**src/hdl/nqfs_pkg.sv**
```systemverilog
`timescale 1ns / 1ps
// ----------------------------------------------------------------------------
// nqfs_pkg
// Shared constants and types for the first-solution N-queens search block.
// ----------------------------------------------------------------------------
package nqfs_pkg;

    // Default largest board side that the search supports.
    localparam int DEFAULT_MAX_SIZE = 16;

    // Fixed widths of the request and result fields.
    localparam int SIZE_W    = 5;
    localparam int COLUMN_W  = 4;
    localparam int QROW_W    = 4;

    // One result word as handed from the search controller to the output stage.
    typedef struct packed {
        logic                push;
        logic [COLUMN_W-1:0] column;
        logic [QROW_W-1:0]   queen_row;
        logic                found;
        logic                last;
    } nqfs_result_t;

endpackage

```
**src/hdl/nqfs_row_mem.sv**
```systemverilog
`timescale 1ns / 1ps
// ----------------------------------------------------------------------------
// nqfs_row_mem
// Synchronous memory holding the queen row chosen for each column.
// One write port and one read port, read data registered.
// ----------------------------------------------------------------------------
module nqfs_row_mem #(
    parameter int DEPTH  = 16,
    parameter int DATA_W = 4
) (
    input  logic                     clk,
    input  logic                     we,
    input  logic [$clog2(DEPTH)-1:0] waddr,
    input  logic [DATA_W-1:0]        wdata,
    input  logic                     re,
    input  logic [$clog2(DEPTH)-1:0] raddr,
    output logic [DATA_W-1:0]        rdata
);

    logic [DATA_W-1:0] mem_array [DEPTH];
    logic [DATA_W-1:0] rdata_reg;

    // Write port.
    always_ff @(posedge clk)
    begin
        if (we)
        begin
            mem_array[waddr] <= wdata;
        end
    end

    // Read port; the data holds until the next read.
    always_ff @(posedge clk)
    begin
        if (re)
        begin
            rdata_reg <= mem_array[raddr];
        end
    end

    assign rdata = rdata_reg;

endmodule

```
**src/hdl/nqfs_ctrl.sv**
```systemverilog
`timescale 1ns / 1ps
// ----------------------------------------------------------------------------
// nqfs_ctrl
// Backtracking search controller. Between backtracks it tests one candidate
// row per cycle against row and diagonal occupancy masks, keeps the placement
// in the row memory, reads it back on backtrack and streams the final one out.
// ----------------------------------------------------------------------------
module nqfs_ctrl
    import nqfs_pkg::*;
#(
    parameter int MAX_SIZE = DEFAULT_MAX_SIZE
) (
    input  logic                        clk,
    input  logic                        rst_n,
    input  logic                        start,
    input  logic [SIZE_W-1:0]           board_size,
    output logic                        idle,
    input  logic                        out_free,
    output nqfs_result_t                res,
    output logic                        mem_we,
    output logic [$clog2(MAX_SIZE)-1:0] mem_waddr,
    output logic [$clog2(MAX_SIZE)-1:0] mem_wdata,
    output logic                        mem_re,
    output logic [$clog2(MAX_SIZE)-1:0] mem_raddr,
    input  logic [$clog2(MAX_SIZE)-1:0] mem_rdata
);

    localparam int ROW_W  = $clog2(MAX_SIZE);
    localparam int CNT_W  = $clog2(MAX_SIZE + 1);
    localparam int DIAG_N = 2 * MAX_SIZE - 1;
    localparam int DIAG_W = $clog2(DIAG_N);
    localparam logic [SIZE_W:0]    SIZE_LIMIT = (SIZE_W + 1)'(MAX_SIZE);
    localparam logic [DIAG_W-1:0]  DIAG_OFS   = DIAG_W'(MAX_SIZE - 1);

    typedef enum logic [5:0] {
        ST_IDLE      = 6'b000001,
        ST_SEARCH    = 6'b000010,
        ST_BACK      = 6'b000100,
        ST_EMIT_RD   = 6'b001000,
        ST_EMIT_PUSH = 6'b010000,
        ST_FAIL      = 6'b100000
    } nqfs_state_t;

    nqfs_state_t         state_reg, state_next;
    logic [CNT_W-1:0]    n_reg, n_next;
    logic [CNT_W-1:0]    col_reg, col_next;
    logic [CNT_W-1:0]    cand_reg, cand_next;
    logic [ROW_W-1:0]    k_reg, k_next;
    logic [MAX_SIZE-1:0] row_used_reg, row_used_next;
    logic [DIAG_N-1:0]   diag_sum_reg, diag_sum_next;
    logic [DIAG_N-1:0]   diag_dif_reg, diag_dif_next;

    logic [CNT_W-1:0]    col_dec;
    logic                cand_ge_n;
    logic [ROW_W-1:0]    sel_row;
    logic [ROW_W-1:0]    sel_col;
    logic [DIAG_W-1:0]   sum_idx;
    logic [DIAG_W-1:0]   dif_idx;
    logic                safe;
    logic                size_bad;

    // Occupancy indices for the row under test, or for the row being lifted
    // during a backtrack.
    assign col_dec   = col_reg - 1'b1;
    assign cand_ge_n = (cand_reg >= n_reg);
    assign sel_row   = (state_reg == ST_BACK) ? mem_rdata : cand_reg[ROW_W-1:0];
    assign sel_col   = col_reg[ROW_W-1:0];
    assign sum_idx   = DIAG_W'(sel_row) + DIAG_W'(sel_col);
    assign dif_idx   = DIAG_W'(sel_row) + DIAG_OFS - DIAG_W'(sel_col);
    assign safe      = !row_used_reg[sel_row] && !diag_sum_reg[sum_idx]
                       && !diag_dif_reg[dif_idx];
    assign size_bad  = (board_size == '0) || ({1'b0, board_size} > SIZE_LIMIT);

    // Memory ports: a placement writes the column's row; a backtrack reads the
    // previous column, and the emission pass reads each column in turn.
    assign mem_we    = (state_reg == ST_SEARCH) && !cand_ge_n && safe;
    assign mem_waddr = sel_col;
    assign mem_wdata = sel_row;
    assign mem_re    = ((state_reg == ST_SEARCH) && cand_ge_n && (col_reg != '0))
                       || (state_reg == ST_EMIT_RD);
    assign mem_raddr = (state_reg == ST_EMIT_RD) ? k_reg : col_dec[ROW_W-1:0];

    assign idle = (state_reg == ST_IDLE);

    // Search and emission sequencing.
    always_comb
    begin
        state_next    = state_reg;
        n_next        = n_reg;
        col_next      = col_reg;
        cand_next     = cand_reg;
        k_next        = k_reg;
        row_used_next = row_used_reg;
        diag_sum_next = diag_sum_reg;
        diag_dif_next = diag_dif_reg;
        res           = '0;

        unique case (state_reg)
            ST_IDLE:
            begin
                if (start)
                begin
                    n_next        = CNT_W'(board_size);
                    col_next      = '0;
                    cand_next     = '0;
                    row_used_next = '0;
                    diag_sum_next = '0;
                    diag_dif_next = '0;
                    state_next    = size_bad ? ST_FAIL : ST_SEARCH;
                end
            end
            ST_SEARCH:
            begin
                if (cand_ge_n)
                begin
                    if (col_reg == '0)
                    begin
                        state_next = ST_FAIL;
                    end
                    else
                    begin
                        col_next   = col_dec;
                        state_next = ST_BACK;
                    end
                end
                else if (safe)
                begin
                    row_used_next[sel_row] = 1'b1;
                    diag_sum_next[sum_idx] = 1'b1;
                    diag_dif_next[dif_idx] = 1'b1;
                    col_next               = col_reg + 1'b1;
                    cand_next              = '0;
                    if (col_reg + 1'b1 == n_reg)
                    begin
                        k_next     = '0;
                        state_next = ST_EMIT_RD;
                    end
                end
                else
                begin
                    cand_next = cand_reg + 1'b1;
                end
            end
            ST_BACK:
            begin
                // Lift the queen of this column and resume one row below it.
                row_used_next[sel_row] = 1'b0;
                diag_sum_next[sum_idx] = 1'b0;
                diag_dif_next[dif_idx] = 1'b0;
                cand_next              = CNT_W'(mem_rdata) + 1'b1;
                state_next             = ST_SEARCH;
            end
            ST_EMIT_RD:
            begin
                state_next = ST_EMIT_PUSH;
            end
            ST_EMIT_PUSH:
            begin
                if (out_free)
                begin
                    res.push      = 1'b1;
                    res.column    = COLUMN_W'(k_reg);
                    res.queen_row = QROW_W'(mem_rdata);
                    res.found     = 1'b1;
                    res.last      = (CNT_W'(k_reg) + 1'b1 == n_reg);
                    if (res.last)
                    begin
                        state_next = ST_IDLE;
                    end
                    else
                    begin
                        k_next     = k_reg + 1'b1;
                        state_next = ST_EMIT_RD;
                    end
                end
            end
            ST_FAIL:
            begin
                if (out_free)
                begin
                    res.push   = 1'b1;
                    res.last   = 1'b1;
                    state_next = ST_IDLE;
                end
            end
            default:
            begin
                state_next = ST_IDLE;
            end
        endcase
    end

    // Control state.
    always_ff @(posedge clk or negedge rst_n)
    begin
        if (!rst_n)
        begin
            state_reg <= ST_IDLE;
            n_reg     <= '0;
            col_reg   <= '0;
            cand_reg  <= '0;
            k_reg     <= '0;
        end
        else
        begin
            state_reg <= state_next;
            n_reg     <= n_next;
            col_reg   <= col_next;
            cand_reg  <= cand_next;
            k_reg     <= k_next;
        end
    end

    // Occupancy masks.
    always_ff @(posedge clk or negedge rst_n)
    begin
        if (!rst_n)
        begin
            row_used_reg <= '0;
            diag_sum_reg <= '0;
            diag_dif_reg <= '0;
        end
        else
        begin
            row_used_reg <= row_used_next;
            diag_sum_reg <= diag_sum_next;
            diag_dif_reg <= diag_dif_next;
        end
    end

    // A result word is only handed over when the output stage can take it.
    a_push_free: assert property (@(posedge clk) disable iff (!rst_n)
        res.push |-> out_free)
        else $error("result pushed into a full output stage");

    // While searching, the column under work lies inside the board.
    a_col_range: assert property (@(posedge clk) disable iff (!rst_n)
        (state_reg == ST_SEARCH) |-> (col_reg < n_reg))
        else $error("search column beyond board size");

    // A backtrack read is always consumed in the following cycle.
    a_back_resume: assert property (@(posedge clk) disable iff (!rst_n)
        (state_reg == ST_BACK) |=> (state_reg == ST_SEARCH))
        else $error("backtrack did not resume the search");

    // The final word of a request returns the controller to idle.
    a_last_idle: assert property (@(posedge clk) disable iff (!rst_n)
        (res.push && res.last) |=> (state_reg == ST_IDLE))
        else $error("controller busy after final word");

endmodule

```
**src/hdl/n_queens_first_solution.sv**
```systemverilog
`timescale 1ns / 1ps
// Sequence: a size of zero or above MAX_SIZE goes straight to the fail state, which
// hands its single word to the output register. Other sizes search at one candidate
// row per cycle, with a row memory read per backtrack, then emit each word through a
// read state and a push state that waits for the output register to be free.
// Requests are taken one at a time; the search loop over the row memory sets the time.
// Reset clears the controller, the occupancy masks and the output word valid.
// ----------------------------------------------------------------------------
// n_queens_first_solution
// Finds the first placement of n non-attacking queens on an n by n board by
// depth-first backtracking and streams out one row word per column.
// ----------------------------------------------------------------------------
module n_queens_first_solution
    import nqfs_pkg::*;
#(
    parameter int MAX_SIZE = DEFAULT_MAX_SIZE
) (
    input  logic                clk,
    input  logic                rst_n,
    input  logic                req_valid,
    output logic                req_stall,
    input  logic [SIZE_W-1:0]   board_size,
    output logic                res_valid,
    input  logic                res_stall,
    output logic [COLUMN_W-1:0] column,
    output logic [QROW_W-1:0]   queen_row,
    output logic                found,
    output logic                last
);

    localparam int ROW_W = $clog2(MAX_SIZE);

    logic                ctrl_idle;
    logic                out_free;
    nqfs_result_t        ctrl_res;
    logic                mem_we;
    logic [ROW_W-1:0]    mem_waddr;
    logic [ROW_W-1:0]    mem_wdata;
    logic                mem_re;
    logic [ROW_W-1:0]    mem_raddr;
    logic [ROW_W-1:0]    mem_rdata;

    logic                res_valid_reg;
    logic [COLUMN_W-1:0] column_reg;
    logic [QROW_W-1:0]   queen_row_reg;
    logic                found_reg;
    logic                last_reg;

    // Requests are taken only while the controller is idle.
    assign req_stall = !ctrl_idle;

    // The output register can load when empty or when its word leaves now.
    assign out_free = !res_valid_reg || !res_stall;

    nqfs_row_mem #(
        .DEPTH  (MAX_SIZE),
        .DATA_W (ROW_W)
    ) u_row_mem (
        .clk   (clk),
        .we    (mem_we),
        .waddr (mem_waddr),
        .wdata (mem_wdata),
        .re    (mem_re),
        .raddr (mem_raddr),
        .rdata (mem_rdata)
    );

    nqfs_ctrl #(
        .MAX_SIZE (MAX_SIZE)
    ) u_ctrl (
        .clk        (clk),
        .rst_n      (rst_n),
        .start      (req_valid && !req_stall),
        .board_size (board_size),
        .idle       (ctrl_idle),
        .out_free   (out_free),
        .res        (ctrl_res),
        .mem_we     (mem_we),
        .mem_waddr  (mem_waddr),
        .mem_wdata  (mem_wdata),
        .mem_re     (mem_re),
        .mem_raddr  (mem_raddr),
        .mem_rdata  (mem_rdata)
    );

    // Output word valid.
    always_ff @(posedge clk or negedge rst_n)
    begin
        if (!rst_n)
        begin
            res_valid_reg <= 1'b0;
        end
        else if (ctrl_res.push)
        begin
            res_valid_reg <= 1'b1;
        end
        else if (!res_stall)
        begin
            res_valid_reg <= 1'b0;
        end
    end

    // Output word payload.
    always_ff @(posedge clk)
    begin
        if (ctrl_res.push)
        begin
            column_reg    <= ctrl_res.column;
            queen_row_reg <= ctrl_res.queen_row;
            found_reg     <= ctrl_res.found;
            last_reg      <= ctrl_res.last;
        end
    end

    assign res_valid = res_valid_reg;
    assign column    = column_reg;
    assign queen_row = queen_row_reg;
    assign found     = found_reg;
    assign last      = last_reg;

endmodule

```
**config.mk**
```make
export PLATFORM = sky130hd
export DESIGN_NAME = n_queens_first_solution
export DESIGN_NICKNAME = d
export VERILOG_FILES = /design/src/hdl/nqfs_pkg.sv /design/src/hdl/nqfs_row_mem.sv /design/src/hdl/nqfs_ctrl.sv /design/src/hdl/n_queens_first_solution.sv
export SDC_FILE = /design/constraint.sdc
export NUM_CORES = 1
export LEC_CHECK = 0
export BUFFER_PORTS_ARGS = -buffer_cell sky130_fd_sc_hd__buf_2
export CAP_MARGIN = 5
export CORE_ASPECT_RATIO = 1.4
export CORE_MARGIN = 5
export CORE_UTILIZATION = 64
export DETAILED_ROUTE_END_ITERATION = 10
export PLACE_DENSITY = 0.81
export SLEW_MARGIN = 20
export SYNTH_ARGS = -nofsm -noshare
export SYNTH_HDL_FRONTEND = slang
export SYNTH_SLANG_ARGS = --single-unit
```
**constraint.sdc**
```tcl
create_clock -name clk -period 7.7 [get_ports clk]
set_clock_uncertainty 0.2 [all_clocks]
set_input_delay 1.54 -clock clk [delete_from_list [all_inputs] [get_ports clk]]
set_output_delay 1.54 -clock clk [all_outputs]
set_load 0.005 [all_outputs]
```
==> results of run 1 <==
[routing by layer]
metal / vias up / share of wire, % / routed length [microns] / GRT usage [%]
met5: - / 0 / 0 / 0
met4: 0 / 3.7 / 997 / 11.5
met3: 80 / 6.3 / 1670 / 4.52
met2: 423 / 51 / 13700 / 48.5
met1: 4126 / 38 / 10200 / 35.7
li1: 3805 / - / - / -
[cells by family (layout without fill, tap and decap cells)]
group                      Yosys count  count (layout)  synth area share (%)
buffers and inverters              101              89                  4.11
xor gates and xnor gates            25              25                  2.16
muxes                               59              59                  9.39
and+or+nand+nor                    279             279                  14.0
adders and majority gates           24              24                  3.00
AOI/OAI and AO/OA                  339             339                  20.2
DFF                                182             182                  47.1
[worst paths after layout]
kind	start	endpoint	slack, ns	cells past startpoint
hold / removal	u_ctrl.row_used_reg[9]	u_ctrl.row_used_reg[9]	0.30	1
setup reg to reg	u_ctrl.state_reg[2]	u_row_mem.mem_array[12][2]	1.11	12
setup / recovery	u_ctrl.state_reg[2]	u_row_mem.mem_array[12][2]	1.11	12
hold reg to reg	u_ctrl.row_used_reg[9]	u_ctrl.row_used_reg[9]	0.30	1
max in group asynchronous	rst_n	u_ctrl.row_used_reg[11]	5.19	2
min in group asynchronous	rst_n	u_ctrl.diag_dif_reg[0]	0.92	1
[layout make-up]
type	instances	area, sq um	area share [%]
tap	199	249	2.21
multi-input combinational	726	5150	45.7
clock inverter	15	203	1.80
timing repair buffer	37	230	2.04
inverter	20	75.1	0.666
sequential	182	4950	43.9
clock buffer	17	425	3.77
[metrics by stage]
stage | total power, W | area, sq um
after floorplan | 0.00234 | 10500
after global placement | 0.00273 | 10600
after detailed placement | 0.00274 | 10600
after CTS | 0.00364 | 11300
after global routing | 0.00386 | 11300
final | 0.00367 | 11300
[synth_stat cells (12+ instances only)]
library cell,instances
a21oi_1,81
a31oi_1,51
and2_1,13
and4_1,13
buf_2,15
clkbuf_1,54
dfrtp_1,103
edfxtp_1,78
ha_1,22
inv_1,17
mux2i_1,16
mux4_2,30
nand2_1,66
nand2b_1,12
nand3_1,32
nand4_1,18
nor2_1,64
nor3_1,13
o21ai_0,74
o21ai_1,23
o31ai_1,38
xnor2_1,16
[power groups by stage]
stage               logic, W  registers [W]  clock network (W)
finish               0.00158        0.00119           0.000895
global route         0.00172        0.00120           0.000950
CTS                  0.00156        0.00119           0.000901
detailed placement   0.00154        0.00120                  0
global placement     0.00152        0.00120                  0
floorplan            0.00118        0.00116                  0
==> impl_results.md, run 1 <==
- Status: complete, no violations
- Worst endpoint required time: 7.63 ns
- Inserted Clock Buffers: 17
- Area fraction of the dominant cell type after synthesis: 24.6%
- Leakage power: 4.33 nW
- WP buf/inv: 0
- Avg Inst Size Synth: 10.4 sq um
- CTS Hold Buffers Added: 0
- Sequential Power Share: 32.4%
- Crit Path Class: reg2reg
- Worst-skew pair later-pin latency: 0.43 ns
- Clock power frac: 24.4%
- DP HPWL: 17.7 mm
- Hold slack: 0.296 ns
- Fin cells: 1,196
- Share of layout cells above drive strength 1: 14.2%
- Sequential fraction of the synthesis area: 47.1%
- # placed instances: 1,164
- Setup bufs post-CTS: 0
- Gp weighted congestion: 0.897
- H-tree Lvls: 4
- Chip width: 118 microns
- 1st-pass router iterations: 6
- Switching portion of total power: 43.7%
- Number of diodes: 0
- Total congestion overflow: 0
- Mapped Cells: 1,009
- Input/output buffers: 20
- Cell-internal power: 0.00206 W
- Synth Register Bits: 182
- I/O pin total: 21
- Total core area: 16,200 sq um
- Vias: 8,434
- Most frequent cells in the layout: 103 x dfrtp_1, 81 x a21oi_1, 78 x edfxtp_1
- Global Route Usage Sum: 28.2%
- Drt drc: 0
- Post-synth top area cell: dfrtp_1
- Number of global-route vias before repair: 8,200
- Cts repair resizes: 0
- Ys flop type: dfrtp_1
- Final worst slack: 1.11 ns
- Period minus WS final: 6.59 ns
- Utilization after layout: 69.7%
- Die area: 19,100 sq um
- Layout net count: 1,017
- Post-synth cell types: 82
- Antenna violations before repair: 0
- Top cells by area, synth: dfrtp_1 25%, edfxtp_1 22%, mux4_2 6.4%
- Largest register FFs: 64
- Clock Root Buffer: clkbuf_16
- Global-route wire length before repair: 43.6 mm
- Slowest CP cell: o21ai_2
- Row count: 55
- EDFF count, synth: 78
- Gate power share: 43.2%
- Placement Setup Slack: 0.965 ns
- Routed vias/inst: 7.05
- Max-Cap Viols: 0
- Startpoint Class: register
- Max Fclk: 0.152 GHz
- WP data arrival: 6.52 ns
- Longest Clk Path Bufs: 2
- P per Cell Area: 325 nW/um^2
- Crit path largest cell delay: 0.79 ns
- Initial core utilization: 64.9%
- Die Span Y: 162 microns
- Wirelength per Cell: 22.3 microns
- Hold WC Path Type: reg2reg
- Tightest Pin Transition: 0.917 ns
- Final Hold Fails: 0
- First DRT Iteration DRCs: 1,042
- Final setup viols: 0
- Worst slew margin: 38.8%
- Leading cell type in the layout, fill and taps excluded: dfrtp_1
- Sw power: 0.00160 W
- Critical path, cell by cell: nor2b_1 -> nand2_2 -> o21ai_2 -> ha_1 -> a21oi_1 -> o31ai_1 -> xnor2_2 -> mux4_2 -> a2bb2oi_2 -> nand3_4 -> nor2_2 -> and4_1
- P&R area growth vs syn: 7.45%
- Setup tns final: 0 ns
- CTS tree: yes
- RSZ-0062 raised after global routing: false
- Crit path max fanout: 23
- Drt total wl: 26.6 mm
- Max-slew violations: 0
- Kind of end point of the critical path: register
- Worst IR Drop VDD: 256 uV
- CP delay by family, top: simple AND/OR/NAND/NOR gates
- Fill cells: 1,140
- Period utilisation layout: 85.6%
- Yosys Warn Count: 0
- Ys async rst share: 57.1%
- CTS sink cnt: 182
- Synth Cell Area: 10,500 sq um
- Clk slew on worst S/H paths: 0.07 ns
- Syn_nets: 1,042
- Post-route ant nets: 0
- Largest net degree at the start of global routing: 56
Note: power is estimated with default switching activity, not from simulation.
==> run 2: changes to the inputs <==
--- a/config.mk
+++ b/config.mk
@@ -12,6 +12,7 @@
 export CORE_UTILIZATION = 64
 export DETAILED_ROUTE_END_ITERATION = 10
 export PLACE_DENSITY = 0.81
+export REMOVE_ABC_BUFFERS = 1
 export SLEW_MARGIN = 20
 export SYNTH_ARGS = -nofsm -noshare
 export SYNTH_HDL_FRONTEND = slang
==> constraint.sdc (replaced) <==
create_clock -name clk -period 6.6 [get_ports clk]
set_clock_uncertainty 0.2 [all_clocks]
set_input_delay 1.32 -clock clk [delete_from_list [all_inputs] [get_ports clk]]
set_output_delay 1.32 -clock clk [all_outputs]
set_load 0.005 [all_outputs]
==> run 2 against run 1 <==
- combinational power is 20% higher
- worst setup slack worse by 0.51 ns
- hold slack improved by 0.0044 ns
- register-to-register slack lost 0.51 ns
- power increased by 17%
- largest cell class unchanged
==> impl_results.md, run 2 (same netlist as run 1, synthesis figures left out) <==
- CTS tree: yes
- Row count: 55 (unchanged)
- Leakage power: 4.35 nW (+0.44%)
- Crit path largest cell delay: 0.66 ns (-0.13 ns)
- Slowest CP cell: nor2b_1
- Worst endpoint required time: 6.54 ns (-1.09 ns)
- Tightest Pin Transition: 0.939 ns (+0.0219 ns)
- Drt total wl: 27.6 mm (+3.6%)
- Hold slack: 0.300 ns (+0.00445 ns)
- Layout net count: 1,028 (+1.1%)
- Largest net degree at the start of global routing: 59 (+5.4%)
- Global Route Usage Sum: 29.2% (+1.0 points)
- P per Cell Area: 380 nW/um^2 (+17%)
- Worst-skew pair later-pin latency: 0.44 ns (about the same)
- Crit Path Class: reg2reg
- Kind of end point of the critical path: register
- Initial core utilization: 64.9% (unchanged)
- Post-route ant nets: 0 (unchanged)
- Final setup viols: 0 (unchanged)
- Period utilisation layout: 90.9% (+5.3 points)
- Number of diodes: 0 (unchanged)
- Share of layout cells above drive strength 1: 14.8% (+0.54 points)
- Die area: 19,100 sq um (unchanged)
- Most frequent CP cell: mux4_2
- Most frequent cells in the layout: 103 x dfrtp_1, 81 x a21oi_1, 78 x edfxtp_1
- P&R area growth vs syn: 7.61%
- Startpoint Class: register
- Max-slew violations: 0 (unchanged)
- Largest register FFs: 64 (unchanged)
- Cts repair resizes: 0 (unchanged)
- Clk slew on worst S/H paths: 0.07 ns (about the same)
- Setup bufs post-CTS: 0 (unchanged)
- WP data arrival: 5.93 ns (-0.59 ns)
- Max-Cap Viols: 0 (unchanged)
- Worst slew margin: 37.4% (-1.5 points)
- Antenna violations before repair: 0 (unchanged)
- Crit path max fanout: 19 (-17%)
- Inserted Clock Buffers: 17 (unchanged)
- Period minus WS final: 6.00 ns (-0.593 ns)
- Longest Clk Path Bufs: 2 (unchanged)
- RSZ-0062 raised after global routing: false
- Clock Root Buffer: clkbuf_16
- Vias: 8,581 (+1.7%)
- Status: complete, no violations
- Worst IR Drop VDD: 320 uV (+25%)
- 1st-pass router iterations: 5 (-1)
- First DRT Iteration DRCs: 1,058 (+1.5%)
- Number of global-route vias before repair: 8,320 (+1.5%)
- Final Hold Fails: 0 (unchanged)
- Max Fclk: 0.167 GHz (+9.9%)
- DP HPWL: 18.2 mm (+3.1%)
- H-tree Lvls: 4 (unchanged)
- Leading cell type in the layout, fill and taps excluded: dfrtp_1
- Chip width: 118 microns (unchanged)
- Hold WC Path Type: reg2reg
- CTS Hold Buffers Added: 0 (unchanged)
- Final worst slack: 0.603 ns (-0.507 ns)
- Wirelength per Cell: 22.9 microns (+2.7%)
- Critical path, cell by cell: nor2b_1 -> nand2_2 -> o21ai_1 -> ha_1 -> xnor2_2 -> mux4_2 -> mux4_2 -> a2bb2oi_2 -> nand3_4 -> nor2_2 -> and4_1
- I/O pin total: 21 (unchanged)
- Routed vias/inst: 7.11 (+0.82%)
- Gp weighted congestion: 0.883 (-1.6%)
- Placement Setup Slack: 0.714 ns (-0.252 ns)
- Input/output buffers: 20 (unchanged)
- Total core area: 16,200 sq um (unchanged)
- Die Span Y: 162 microns (unchanged)
- CTS sink cnt: 182 (unchanged)
- Drt drc: 0 (unchanged)
- Global-route wire length before repair: 44.7 mm (+2.4%)
- Total congestion overflow: 0 (unchanged)
==> run 2: cell types whose count changed in the layout (fill, tap and decap cells not counted), sizes merged <==
cell,previous run,this run
buf,37,48
clkinvlp,0,3
clkinv,9,7
inv,25,24
==> run 2: worst paths after layout <==
check	from	to	slack, ns	cells past startpoint
min in group asynchronous	rst_n	u_ctrl.diag_dif_reg[13]	0.69	1
worst max register to register	u_ctrl.state_reg[2]	u_row_mem.mem_array[6][1]	0.60	11
worst max-delay path	u_ctrl.state_reg[2]	u_row_mem.mem_array[6][1]	0.60	11
max in group asynchronous	rst_n	u_ctrl.diag_sum_reg[30]	4.32	2
worst min-delay path	u_ctrl.row_used_reg[9]	u_ctrl.row_used_reg[9]	0.30	1
worst min register to register	u_ctrl.row_used_reg[9]	u_ctrl.row_used_reg[9]	0.30	1
==> run 2: report_power, final <==
part	internal [W]	switching [W]	leakage, nW
Clock	0.000529	0.000471	0.272
Sequential	0.00128	0.000104	2.13
Combinational	0.000608	0.00130	1.94
Total	0.00242	0.00187	4.35
==> run 2: stage by stage <==
stage	TNS [ns]	area, sq um	util [%]	instances	power, W
after floorplan	-130.02	10100	-	928	0.00263
after detailed placement	0	10700	66.3	1175	0.00325
after global placement	0	10700	66.3	1175	0.00323
after CTS	0	11300	69.8	1207	0.00426
after global routing	0	11300	69.8	1207	0.00449
final	0	11300	69.8	1207	0.00429
==> run 2: cell type report <==
class,count,area [sq um]
Sequential cell,182,4950
Fill cell,1121,4880
Tap cell,199,249
Clock inverter,15,148
Timing Repair Buffer,48,313
Inverter,20,75.1
Clock buffer,17,425
Multi-Input combinational cell,726,5140
==> run 2: metal layers <==
layer  wire length (microns)  track usage [%]
met5                       0                0
met1                   10400             36.1
met4                    1150             13.2
met3                    1770             4.62
met2                   14300             50.5
==> run 2: critical path: cells and delay by family (launching register included) <==
family | cells | cell delay, ns
compound gates | 2 | 0.68
xor+xnor | 1 | 0.55
fa+ha+maj | 1 | 0.42
flops | 1 | 0.44
mux | 2 | 1.10
simple gates | 5 | 2.27
==> run 3: changes to the inputs <==
--- a/config.mk
+++ b/config.mk
@@ -12,7 +12,6 @@
 export CORE_UTILIZATION = 64
 export DETAILED_ROUTE_END_ITERATION = 10
 export PLACE_DENSITY = 0.81
-export REMOVE_ABC_BUFFERS = 1
 export SLEW_MARGIN = 20
 export SYNTH_ARGS = -nofsm -noshare
 export SYNTH_HDL_FRONTEND = slang
==> run 3 against run 2 <==
- via count is 0.41% higher
- sequential power hardly changed
- cell count shrank 0.25%
- fmax is 1.2% lower
- die area unchanged
- first-iteration DRC count increased by 0.38%
- critical path type unchanged
==> impl_results.md, run 3 (same netlist as run 1, synthesis figures left out) <==
- Vias: 8,616 (+0.41%)
- Final Hold Fails: 0 (unchanged)
- Cts repair resizes: 0 (unchanged)
- Routed vias/inst: 7.16 (+0.66%)
- Inserted Clock Buffers: 17 (unchanged)
- Sequential cell area: 4950 sq um (unchanged)
- Max-slew violations: 0 (unchanged)
- Total congestion overflow: 0 (unchanged)
- Max Fclk: 0.165 GHz (-1.2%)
- Leakage power: 4.36 nW (+0.43%)
- Die area: 19,100 sq um (unchanged)
- Worst IR Drop VDD: 343 uV (+7.1%)
- I/O pin total: 21 (unchanged)
- Setup tns final: 0 ns (unchanged)
- Utilization after layout: 70.0% (+0.17 points)
- Number of global-route vias before repair: 8,405 (+1.0%)
- Final worst slack: 0.528 ns (-0.0749 ns)
- Most frequent cells in the layout: 103 x dfrtp_1, 81 x a21oi_1, 78 x edfxtp_1
- Layout net count: 1,025 (-0.29%)
- Area of the multi-input gates: 5140 sq um (unchanged)
- DP HPWL: 18.0 mm (-0.88%)
- P per Cell Area: 385 nW/um^2 (+1.5%)
- RSZ-0062 raised after global routing: false
- Post-route ant nets: 0 (unchanged)
- Clock Root Buffer: clkbuf_16
- Die Span Y: 162 microns (unchanged)
- CTS tree: yes
- CTS Hold Buffers Added: 0 (unchanged)
- P&R area growth vs syn: 7.87%
- Worst endpoint required time: 6.53 ns (about the same)
- Drt total wl: 27.4 mm (-0.68%)
- Placement Setup Slack: 0.648 ns (-0.0656 ns)
- Final Power: 0.00436 W (+1.7%)
- Setup bufs post-CTS: 0 (unchanged)
- First DRT Iteration DRCs: 1,062 (+0.38%)
- Worst slew margin: 28.4% (-9.0 points)
- Drt drc: 0 (unchanged)
- Share of layout cells above drive strength 1: 14.6% (-0.15 points)
- Crit path max fanout: 20 (+1)
- Gp weighted congestion: 0.900 (+1.9%)
- Crit Path Class: reg2reg
- Period minus WS final: 6.07 ns (+0.0749 ns)
- Final setup viols: 0 (unchanged)
- Total core area: 16,200 sq um (unchanged)
- Fill cells: 1,156 (+3.1%)
- Antenna violations before repair: 0 (unchanged)
- Hold WC Path Type: reg2reg
- Worst-skew pair later-pin latency: 0.45 ns (about the same)
- Kind of end point of the critical path: register
- Clk slew on worst S/H paths: 0.07 ns (about the same)
- 1st-pass router iterations: 8 (+3)
- Max-Cap Viols: 0 (unchanged)
- Longest Clk Path Bufs: 2 (unchanged)
- Wirelength per Cell: 22.8 microns (-0.43%)
- CTS sink cnt: 182 (unchanged)
- Input/output buffers: 20 (unchanged)
- Status: complete, no violations
- Period utilisation layout: 92.0% (+1.1 points)
- Initial core utilization: 64.9% (unchanged)
- Tightest Pin Transition: 1.07 ns (+0.127 ns)
- Chip width: 118 microns (unchanged)
- Largest net degree at the start of global routing: 64 (+8.5%)
- Largest register FFs: 64 (unchanged)
- Startpoint Class: register
- Number of diodes: 0 (unchanged)
- Leading cell type in the layout, fill and taps excluded: dfrtp_1
- WP data arrival: 6.01 ns (+0.08 ns)
- H-tree Lvls: 4 (unchanged)
- Global-route wire length before repair: 44.2 mm (-0.99%)
- Row count: 55 (unchanged)
- Global Route Usage Sum: 28.9% (-0.34 points)
==> run 3: routing by layer <==
metal  routed length, microns  track usage (%)  vias to the layer above  part of all wire (%)
met2                    13900             48.7                      529                    51
li1                         -                -                     3821                     -
met5                        0                0                        -                     0
met3                     2050             5.04                      108                   7.5
met4                     1190             13.4                        0                   4.3
met1                    10300             36.4                     4158                    37
==> run 3: final cells by class <==
class                   count  share of cell area, %
multi-input cells         726                   45.4
flip-flops and latches    182                   43.7
clock buffers              20                   4.13
repair buffers             45                   2.56
well taps                 199                   2.20
clock inverters            12                   1.37
inverters                  20                  0.663
==> run 3: worst paths after layout <==
path	start	endpoint	slack (ns)	depth (start not counted)
min in group asynchronous	rst_n	u_ctrl.diag_dif_reg[11]	0.67	1
min	u_ctrl.diag_sum_reg[24]	u_ctrl.diag_sum_reg[24]	0.31	1
min reg2reg	u_ctrl.diag_sum_reg[24]	u_ctrl.diag_sum_reg[24]	0.31	1
max	u_ctrl.state_reg[1]	u_row_mem.mem_array[13][2]	0.53	15
max reg2reg	u_ctrl.state_reg[1]	u_row_mem.mem_array[13][2]	0.53	15
max in group asynchronous	rst_n	u_ctrl.diag_sum_reg[18]	4.27	2
==> run 3: where the power goes <==
group          switching [W]  leakage [nW]  internal [W]
Combinational        0.00130          1.93      0.000605
Clock               0.000462         0.305      0.000603
Sequential          0.000110          2.13       0.00128
Total                0.00187          4.36       0.00249
==> run 3: worst max-delay path: stages (launching register included) <==
cell       delay, ns
dfrtp_1         0.43
nor4_2          0.62
nand2_2         0.34
nand2_1         0.15
o21ai_1         0.08
buf_4           0.22
ha_1            0.48
a21oi_1         0.25
o31ai_1         0.15
xnor2_1         0.85
mux4_2          0.63
a2bb2oi_2       0.34
nand3_4         0.19
nor2_2          0.19
buf_4           0.26
and4_1          0.34
==> run 3: metrics by stage <==
stage	instance area (sq um)	instances	hold slack (ns)
global placement	10700	1172	0.283
floorplan	10500	1009	0.255
detailed placement	10700	1172	0.288
CTS	11300	1204	0.307
global route	11300	1204	0.322
finish	11300	1204	0.306
